File: config.mk
export PLATFORM = sky130hd
export DESIGN_NAME = swmm_cell
export DESIGN_NICKNAME = d
export VERILOG_FILES = /design/src/rtl/core/sliding_window_min_max_top_assert.svh /design/src/rtl/core/swmm_pkg.sv /design/src/rtl/core/swmm_cell.sv
export SDC_FILE = /design/constraint.sdc
export NUM_CORES = 1
export LEC_CHECK = 0
export BUFFER_PORTS_ARGS = -buffer_cell sky130_fd_sc_hd__buf_2
export CORE_AREA = 10 10 88 90
export DETAILED_ROUTE_END_ITERATION = 6
export DIE_AREA = 0 0 98 100
export GPL_ROUTABILITY_DRIVEN = 0
export PLACE_DENSITY = 0.67
export SLEW_MARGIN = 20
export SYNTH_ARGS = -nofsm -noshare
export SYNTH_HDL_FRONTEND = slang
export SYNTH_SLANG_ARGS = --single-unit
File: constraint.sdc
create_clock -name clk_i -period 2.2 [get_ports clk_i]
set_input_delay 0.11 -clock clk_i [delete_from_list [all_inputs] [get_ports clk_i]]
set_output_delay 0.11 -clock clk_i [all_outputs]
set_load 0.02 [all_outputs]
File: src/rtl/core/sliding_window_min_max_top_assert.svh
// assertion macros for the sliding window min/max block
// expects clk_i and rst_ni in the scope of the module that uses them
`ifndef SLIDING_WINDOW_MIN_MAX_TOP_ASSERT_SVH
`define SLIDING_WINDOW_MIN_MAX_TOP_ASSERT_SVH

// same-cycle implication, checked out of reset only
`define SWMM_ASSERT_IMP(lbl, ante, cons, msg) \
  lbl: assert property (@(posedge clk_i) disable iff (!rst_ni) (ante) |-> (cons)) \
    else $error(msg);

// next-cycle implication, checked out of reset only
`define SWMM_ASSERT_NXT(lbl, ante, cons, msg) \
  lbl: assert property (@(posedge clk_i) disable iff (!rst_ni) (ante) |=> (cons)) \
    else $error(msg);

`endif

File: src/rtl/core/swmm_pkg.sv
// shared types and constants of the sliding window min/max block
// no dependencies
package swmm_pkg;

  localparam int WinMax     = 64;
  localparam int SampleBits = 16;
  localparam int CfgBits    = 7;
  localparam int LenBits    = $clog2(WinMax + 1);
  localparam int CellCount  = WinMax - 1;
  localparam int IdxBits    = (CellCount > 1) ? $clog2(CellCount) : 1;
  localparam int LenReset   = 8;

  typedef logic signed [SampleBits-1:0] sample_t;
  typedef logic [CfgBits-1:0]           cfg_len_t;
  typedef logic [LenBits-1:0]           len_t;
  typedef logic [IdxBits-1:0]           idx_t;

  // running extremes held by one cell
  typedef struct packed {
    sample_t lo;
    sample_t hi;
  } pair_t;

  // control handed from the sequencer to the datapath
  typedef struct packed {
    logic step;     // request accepted this cycle
    logic emit;     // this request completes a window
    logic len_one;  // window of a single sample
    idx_t tap_idx;  // cell holding the extremes of the older len-1 samples
  } ctrl_t;

endpackage

File: src/rtl/core/swmm_cell.sv
// one cell of the extremes chain: min and max of its neighbour and the new sample
// depends on swmm_pkg
module swmm_cell (
  input  logic            clk_i,
  input  logic            en_i,
  input  swmm_pkg::sample_t sample_i,
  input  swmm_pkg::pair_t prev_i,
  output swmm_pkg::pair_t cur_o
);
  import swmm_pkg::*;

  pair_t cur_q;
  pair_t cur_d;

  always_comb begin
    cur_d.lo = (prev_i.lo < sample_i) ? prev_i.lo : sample_i;
    cur_d.hi = (prev_i.hi > sample_i) ? prev_i.hi : sample_i;
  end

  always_ff @(posedge clk_i) begin
    if (en_i) begin
      cur_q <= cur_d;
    end
  end

  assign cur_o = cur_q;

endmodule

==> summary.md <==
| Metric | Value |
|---|---|
| Outcome | finished, final reports clean |
| Synth Flop Type | edfxtp_1 |
| Yosys reg bits | 32 |
| Sw Pwr | 582 uW |
| DR vias | 1872 |
| CP Cell Sequence | buf_2 -> inv_1 -> ha_1 -> a211oi_2 -> o21bai_1 -> a221oi_4 -> a31oi_2 -> a21oi_2 -> mux2_1 |
| Placed Cells | 364 |
| Resized cells post-CTS | 0 |
| First-pass GRT wire length | 10300 um |
| Worst Setup Start Kind | input port |
| Die width | 98 um |
| Post-CTS Hold Buffers | 0 |
| Initial Util | 0.384 |
| Ys async rst share | 0 |
| WS Path Type | input port to flip-flop |
| Most frequent cells in the layout | 81 x buf_2, 32 x edfxtp_1, 31 x ha_1 |
| Syn Area/Cell | 12.0 um2 |
| Residual DRC | 0 |
| Comb power frac | 0.339 |
| Ys Warns | 0 |
| Die Ht | 100 um |
| End of the critical path | cur_o[5]$_DFFE_PP_ |
| Post-synthesis cell type count | 38 |
| Fin util | 0.492 |
| Synthesized instance count | 196 |
| Setup_tns | 0 ns |
| Total power | 1.83 mW |
| I/O pin total | 82 |
| Non-filler cells, final | 372 |
| CTS tree | done |
| Commonest non-fill, non-tap cell in the layout | buf_2 |
| Max FFs per register | 32 |
| Final setup viols | 0 |
| RSZ-0062 raised after global routing | false |
| Flop pwr share | 0.429 |
| Initial DRC count | 51 |
| Initial antenna violation count | 0 |
| Post-CTS Setup Repair Bufs | 0 |
| Tightest Pin Transition | 0.732 ns |
| CP max stage delay | 0.36 ns |
| MaxCap Viol Count | 0 |
| CP bufs+invs | 2 |
| Largest net degree at the start of global routing | 33 |
| Overflow after GRT | 0 |
| # nets final | 375 |
| Die area | 0.00980 mm2 |
| Seq/Total Area, Yosys | 0.408 |
| I/O Buffers | 81 |
| Crit-path slowest cell | mux2_1 |
| CTS max path bufs | 2 |
| Via density | 5.03 |
| Layout Area Growth over Synthesis | 28.1% |
| Final Slew Violations | 0 |
| Worst path required time | 2.23 ns |
| Clk root buf | clkbuf_8 |
| Post-place setup slack | -0.115 ns |
| VDD IR-drop max | 0.317 mV |
| DRT antenna net count | 0 |
| Vias in the first global route | 2145 |
| CP arrival | 2.03 ns |
| Fin crit share | 0.910 |
| Critical Path Source | sample_i[5] |
| Routed wire length | 6080 um |
| CTS Buf Count | 5 |
| GRT Total Usage | 0.128 |
| Delay-heaviest family, CP | compound AO/OA/AOI/OAI gates |
| Leakage power | 1.41 nW |
| Worst slew margin | 0.512 |
| Internal | 1.25 mW |
| CTS sink count | 32 |
| Setup crit end kind | flip-flop |
| Core footprint | 0.00613 mm2 |
| # H-tree levels | 2 |
| Hold WC Path Type | input port to flip-flop |
| Critical path depth | 9 |
| Post-synth EDFFs | 32 |
| Switching portion of total power | 0.318 |
| Final Hold Violating Endpoints | 0 |
| Clock power frac | 0.232 |
| Cell Area, Synth | 0.00236 mm2 |
| Antenna diodes | 0 |
| First-pass detailed-route iteration total | 4 |
| # rows | 29 |
| Routed wire per std cell | 16.4 um |
| Critical path peak fanout | 4 |
| Top achievable clock speed | 499 MHz |
| Setup ws final | 0.198 ns |
| Pwr Density | 607 mW/mm2 |
| Syn nets | 277 |
| Clock Pin Slew Worst Setup and Hold Paths | 0.07 ns |
| Ratio of cells with drive above 1 in the final layout | 0.397 |
| Fin crit period | 2.00 ns |
| Final HPWL DP | 4990 um |
## power groups by stage
stage | registers, mW | clock network (mW) | logic, mW
3_5_place_dp | 0.799 | 0 | 0.628
4_1_cts | 0.787 | 0.454 | 0.632
2_1_floorplan | 0.905 | 0 | 0.281
5_1_grt | 0.793 | 0.477 | 0.690
6_report | 0.786 | 0.425 | 0.622
3_3_place_gp | 0.797 | 0 | 0.621
## metrics by stage
stage / cell area (um2) / hold slack [ns]
after detailed placement: 2940 / 0.420
final: 3020 / 0.130
after global placement: 2940 / 0.417
after global routing: 3020 / 0.132
after CTS: 3020 / 0.118
after floorplan: 2360 / 0.222
## cell usage after synthesis, types with 3 or more instances
cell type	instances	area, um2
a21oi_1	10	50.1
edfxtp_1	32	961
ha_1	31	388
inv_1	19	71.3
mux2_1	20	225
mux2i_1	12	120
nand2_1	16	60.1
nand4_1	5	31.3
nor2_1	3	11.3
o21ai_0	3	15.0
o21ai_1	3	15.0
o221ai_1	3	26.3
o221ai_2	8	120
## per-layer routing
layer  routed length, um  vias up  GRT usage
met4                  76        0     0.0380
met1                2630      855      0.146
met3                 464        7     0.0453
met2                2920       52      0.220
met5                   0        -          0
li1                    -      958          -
## area by class of cell
class | instances | area, um2
well taps | 77 | 96.3
multi-input cells | 140 | 1290
flip-flops and latches | 32 | 961
repair buffers | 96 | 518
clock inverters | 1 | 3.75
inverters | 19 | 71.3
fillers | 576 | 3110
clock buffers | 7 | 76.3
## worst min path at each step
stage,slack (ns),endpoint,cells after the start,start
floorplan,0.22,cur_o[0]$_DFFE_PP_,0,en_i
global placement,0.42,cur_o[16]$_DFFE_PP_,2,prev_i[16]
global route,0.13,cur_o[17]$_DFFE_PP_,2,prev_i[17]
CTS,0.12,cur_o[18]$_DFFE_PP_,2,prev_i[18]
finish,0.13,cur_o[18]$_DFFE_PP_,2,prev_i[18]
detailed placement,0.42,cur_o[18]$_DFFE_PP_,2,prev_i[18]
## cells by family after synthesis
logic type | count (synthesis) | share of synthesized area
buf+inv | 24 | 0.0441
compound gates | 44 | 0.171
fa+ha+maj | 31 | 0.165
mux | 32 | 0.147
flops | 32 | 0.408
simple gates | 33 | 0.0659
Note: power is estimated with default switching activity, not from simulation.
