===== config.mk =====
export PLATFORM = sky130hd
export DESIGN_NAME = swmm_ctrl
export DESIGN_NICKNAME = d
export VERILOG_FILES = /design/src/rtl/core/sliding_window_min_max_top_assert.svh /design/src/rtl/core/swmm_pkg.sv /design/src/rtl/core/swmm_ctrl.sv
export SDC_FILE = /design/constraint.sdc
export NUM_CORES = 1
export LEC_CHECK = 0
export BUFFER_PORTS_ARGS = -buffer_cell sky130_fd_sc_hd__clkbuf_2
export CORE_MARGIN = 1.5
export CORE_UTILIZATION = 60
export CTS_BUF_LIST = sky130_fd_sc_hd__clkbuf_4 sky130_fd_sc_hd__clkbuf_8
export DETAILED_ROUTE_END_ITERATION = 7
export PLACE_DENSITY = 0.92
export SLEW_MARGIN = 10
export SYNTH_ARGS = -nofsm -noshare
export SYNTH_HDL_FRONTEND = slang
export SYNTH_SLANG_ARGS = --single-unit

===== constraint.sdc =====
create_clock -name clk_i -period 8.4 [get_ports clk_i]
set_clock_uncertainty 0.2 [all_clocks]
set_input_delay 1.26 -clock clk_i [delete_from_list [all_inputs] [get_ports clk_i]]
set_output_delay 1.26 -clock clk_i [all_outputs]
set_load 0.05 [all_outputs]

===== src/rtl/core/sliding_window_min_max_top_assert.svh =====
// assertion macros for the sliding window min/max block
// expects clk_i and rst_ni in the scope of the module that uses them
`ifndef SLIDING_WINDOW_MIN_MAX_TOP_ASSERT_SVH
`define SLIDING_WINDOW_MIN_MAX_TOP_ASSERT_SVH

// same-cycle implication, checked out of reset only
`define SWMM_ASSERT_IMP(lbl, ante, cons, msg) \
  lbl: assert property (@(posedge clk_i) disable iff (!rst_ni) (ante) |-> (cons)) \
    else $error(msg);

// next-cycle implication, checked out of reset only
`define SWMM_ASSERT_NXT(lbl, ante, cons, msg) \
  lbl: assert property (@(posedge clk_i) disable iff (!rst_ni) (ante) |=> (cons)) \
    else $error(msg);

`endif


===== src/rtl/core/swmm_pkg.sv =====
// shared types and constants of the sliding window min/max block
// no dependencies
package swmm_pkg;

  localparam int WinMax     = 64;
  localparam int SampleBits = 16;
  localparam int CfgBits    = 7;
  localparam int LenBits    = $clog2(WinMax + 1);
  localparam int CellCount  = WinMax - 1;
  localparam int IdxBits    = (CellCount > 1) ? $clog2(CellCount) : 1;
  localparam int LenReset   = 8;

  typedef logic signed [SampleBits-1:0] sample_t;
  typedef logic [CfgBits-1:0]           cfg_len_t;
  typedef logic [LenBits-1:0]           len_t;
  typedef logic [IdxBits-1:0]           idx_t;

  // running extremes held by one cell
  typedef struct packed {
    sample_t lo;
    sample_t hi;
  } pair_t;

  // control handed from the sequencer to the datapath
  typedef struct packed {
    logic step;     // request accepted this cycle
    logic emit;     // this request completes a window
    logic len_one;  // window of a single sample
    idx_t tap_idx;  // cell holding the extremes of the older len-1 samples
  } ctrl_t;

endpackage


===== src/rtl/core/swmm_ctrl.sv =====
// sequencer: window length register, fill count and handshake of the block
// depends on swmm_pkg
module swmm_ctrl (
  input  logic               clk_i,
  input  logic               rst_ni,
  input  logic               cfg_valid_i,
  input  swmm_pkg::cfg_len_t cfg_len_i,
  output logic               cfg_ready_o,
  input  logic               in_valid_i,
  input  logic               in_restart_i,
  output logic               in_ready_o,
  input  logic               out_ready_i,
  output logic               out_valid_o,
  output swmm_pkg::ctrl_t    ctrl_o
);
  import swmm_pkg::*;

  cfg_len_t len_q;
  len_t     fill_q, fill_d;
  logic     out_valid_q, out_valid_d;
  len_t     len_eff, len_m1, fill_base, fill_new;
  logic     step, emit;

  // zero acts as one, oversize saturates
  always_comb begin
    if (len_q == '0) begin
      len_eff = len_t'(1);
    end else if (int'(len_q) > WinMax) begin
      len_eff = len_t'(WinMax);
    end else begin
      len_eff = len_t'(len_q);
    end
  end

  assign len_m1     = len_eff - len_t'(1);
  assign in_ready_o = !out_valid_q || out_ready_i;
  assign step       = in_valid_i && in_ready_o;
  assign fill_base  = in_restart_i ? '0 : fill_q;
  assign fill_new   = ((fill_base > len_m1) ? len_m1 : fill_base) + len_t'(1);
  assign emit       = (fill_new == len_eff);
  assign fill_d     = emit ? len_m1 : fill_new;

  always_comb begin
    out_valid_d = out_valid_q;
    if (step) begin
      out_valid_d = emit;
    end else if (out_ready_i) begin
      out_valid_d = 1'b0;
    end
  end

  always_ff @(posedge clk_i or negedge rst_ni) begin
    if (!rst_ni) begin
      len_q       <= cfg_len_t'(LenReset);
      fill_q      <= '0;
      out_valid_q <= 1'b0;
    end else begin
      if (cfg_valid_i) begin
        len_q <= cfg_len_i;
      end
      if (step) begin
        fill_q <= fill_d;
      end
      out_valid_q <= out_valid_d;
    end
  end

  assign cfg_ready_o    = 1'b1;
  assign out_valid_o    = out_valid_q;
  assign ctrl_o.step    = step;
  assign ctrl_o.emit    = emit;
  assign ctrl_o.len_one = (len_eff == len_t'(1));
  assign ctrl_o.tap_idx = idx_t'(len_eff - len_t'(2));

endmodule


==> results.ini <==
[routing]
viasPerCell=6.15
firstDrtPassIters=4
vias=1784
wl_per_cell_um=15.3
drc_errors=0
drt-total-wl_um=4440
ant_nets=0
drt_iter0_markers=93

[worst_setup_path]
cp.arrival_ns=6.34
worstPathMaxFanout=15
max_stage_delay_ns=0.63
cp_top_family=simple AND/OR/NAND/NOR gates
endpoint_kind=output pin
start_kind=register
critical_path_buf_inv_count=5
worstSetupPathType=register to output pin
critPathSlowestCell=dfstp_2
cp_data_required_time_ns=6.94
cpMostUsedCell=inv_1

[grt]
grt_antenna_before_repair=0
grt_max_degree=19
grt_pass1_vias=1584
grt_pass1_wl_um=7110
grt_use_total_pct=26.8
gr-total-overflow=0

[clocking]
clockRootBuffer=clkbuf_4
cts-buffers-inserted=3
cts.path.max_buffers=2
cts.sinks=15
ctsHtreeMaxLevel=1
cts_tree=yes
clock_latency_ns=0.30
cts_resized=0
holdBufCountCts=0
clkTransAtPathRegs_ns=0.10
post_cts_buffers=0

[timing]
hold_slack_ns=0.294
setup_tns_ns=0
hold_viol_final=0
maxSlewViolCount=0
tightest_slew_ns=0.582
rsz0062_at_grt=false
post-route-period-util_pct=92.8
finalSetupViolations=0
max_slew_margin_pct=61.1
post-route-min-period_ns=7.80
fmax_ghz=0.128

[logic_synthesis]
yosysWarnings=0
synth-seq-cells=15
synth_flop_cell=dfrtp_1
netlist-cell-type-count=66
mappedNetlistArea_mm2=0.00190
yosysSeqAreaShare_pct=19.8
syn_area_per_cell_um2=8.23
synth_cells=231
synth_fp_nets=254
async_flop_share_pct=100
synth.area.top_cells=dfrtp_1 18%, ha_1 6.6%, nand2_1 5.3%
yosysTopAreaCell=dfrtp_1
synth.top_cell.area_share_pct=18.4
synth_edf_count=0

[power_and_ir_drop]
swShare_pct=50.3
vdd_drop_max_mv=0.177
cellPowerDensity_mw_per_mm2=233
p_seq_share_pct=23.5
p_switching_mw=0.238
p_comb_share_pct=67.0
p_int_mw=0.234
clockPowerShare_pct=9.5
leakage_nw=0.910

[floorplanning]
die_area_mm2=0.00351
die_w_um=59.3
ios=25
core_mm2=0.00303
start_util_pct=62.8
die_y_um=59.3
num_rows=20

[cells_and_area]
drive_above_1_share_pct=26.4
area_growth_pct=6.58
nets=270
antenna_cells=0

[outcome]
status=complete, no violations

[place]
port_buffers=23
routabilityCongestion=0.907
dp_hpwl_um=3420

[run]
cap_violations=0

[min_path]
hp-class=register to register

## cell families (layout without fill, tap and decap cells)
group	Yosys count	count (layout)	synth area share (%)
AOI/OAI and AO/OA	55	55	22.6
and+or+nand+nor	90	90	25.9
buffers and inverters	30	45	7.57
muxes	14	14	9.02
other	1	1	0.197
xor gates and xnor gates	13	13	6.71
adders and majority gates	13	13	8.23
DFF	15	15	19.8
## state kept, by name (all words and copies together), names as in the netlist
name,count
fill_q,7
len_q,7
out_valid_o,1
## cell usage in the layout, fill, tap and decap left out, types with 3 or more instances in the layout
master and count:
a21oi_1 11, a31oi_1 3, clkbuf_2 23, clkbuf_4 3, dfrtp_1 14, ha_1 10, inv_1 16, mux2_2 6
mux2_4 4, mux2i_1 3, nand2_1 27, nand2b_1 6, nor2_1 17, nor2b_1 7, nor3_1 8, o211ai_1 5
o21ai_0 9, o21ai_1 4, o21ai_2 3, or2_2 3, xnor2_1 4, xor2_1 8
## worst min-delay path: stages, from the launching register on
cell     delay [ns]
dfrtp_1        0.36
nand2_1        0.05
o31ai_1        0.05
## power groups by stage
| stage | combinational, mW | clock, mW | sequential [mW] |
|---|---|---|---|
| final | 0.316 | 0.0449 | 0.111 |
| after global routing | 0.341 | 0.0476 | 0.114 |
| after CTS | 0.312 | 0.0454 | 0.111 |
| after detailed placement | 0.310 | 0 | 0.112 |
| after global placement | 0.301 | 0 | 0.111 |
| after floorplan | 0.260 | 0 | 0.107 |
## final cells by class
class | count | area [um2]
clock buffer | 3 | 22.5
clock inverter | 1 | 5.00
fill | 238 | 1000
inverter | 17 | 63.8
multi-input combinational | 186 | 1380
sequential | 15 | 377
tap | 44 | 55.1
timing repair buffer | 24 | 123
## synthesized netlist by cell type (2+ instances only)
cell type	count
nand2_1	27
nor2_1	17
inv_1	16
dfrtp_1	14
a21oi_1	11
ha_1	10
o21ai_0	9
nor3_1	8
xor2_1	8
nor2b_1	7
mux2_2	6
nand2b_1	6
buf_4	5
clkbuf_1	5
o211ai_1	5
mux2_4	4
o21ai_1	4
xnor2_1	4
a31oi_1	3
mux2i_1	3
o21ai_2	3
or2_2	3
a21oi_4	2
maj3_1	2
nand3_1	2
nand3b_1	2
nand4_1	2
nor4_1	2
o2111ai_1	2
or3_1	2
or3b_2	2
## stage by stage
| step | std cells | cell area, um2 | util [%] | worst slack (ns) | power (mW) |
|---|---|---|---|---|---|
| floorplan | 231 | 1900 | - | 1.01 | 0.368 |
| global placement | 286 | 2000 | 66.0 | 1.21 | 0.412 |
| detailed placement | 286 | 2000 | 66.0 | 1.04 | 0.423 |
| CTS | 290 | 2030 | 66.9 | 0.691 | 0.468 |
| global route | 290 | 2030 | 66.9 | 0.130 | 0.502 |
| finish | 290 | 2030 | 66.9 | 0.602 | 0.472 |
## worst paths after layout
kind	from	end	slack (ns)	cells past startpoint
max reg2reg	len_q[3]	fill_q[4]	2.00	26
min	fill_q[6]	fill_q[6]	0.29	2
max in group asynchronous	rst_ni	len_q[3]	7.01	1
max	len_q[3]	ctrl_o[7]	0.60	26
min reg2reg	fill_q[6]	fill_q[6]	0.29	2
min in group asynchronous	rst_ni	fill_q[3]	0.67	1
## metal layers
metal / wire length, um / share of wire (%) / track usage [%] / vias to the layer above
li1: - / - / - / 851
met2: 2230 / 50 / 45.7 / 70
met5: 0 / 0 / 0 / -
met3: 253 / 5.7 / 2.84 / 11
met1: 1870 / 42 / 33.5 / 852
met4: 92 / 2.1 / 12.7 / 0
Note: power is estimated with default switching activity, not from simulation.
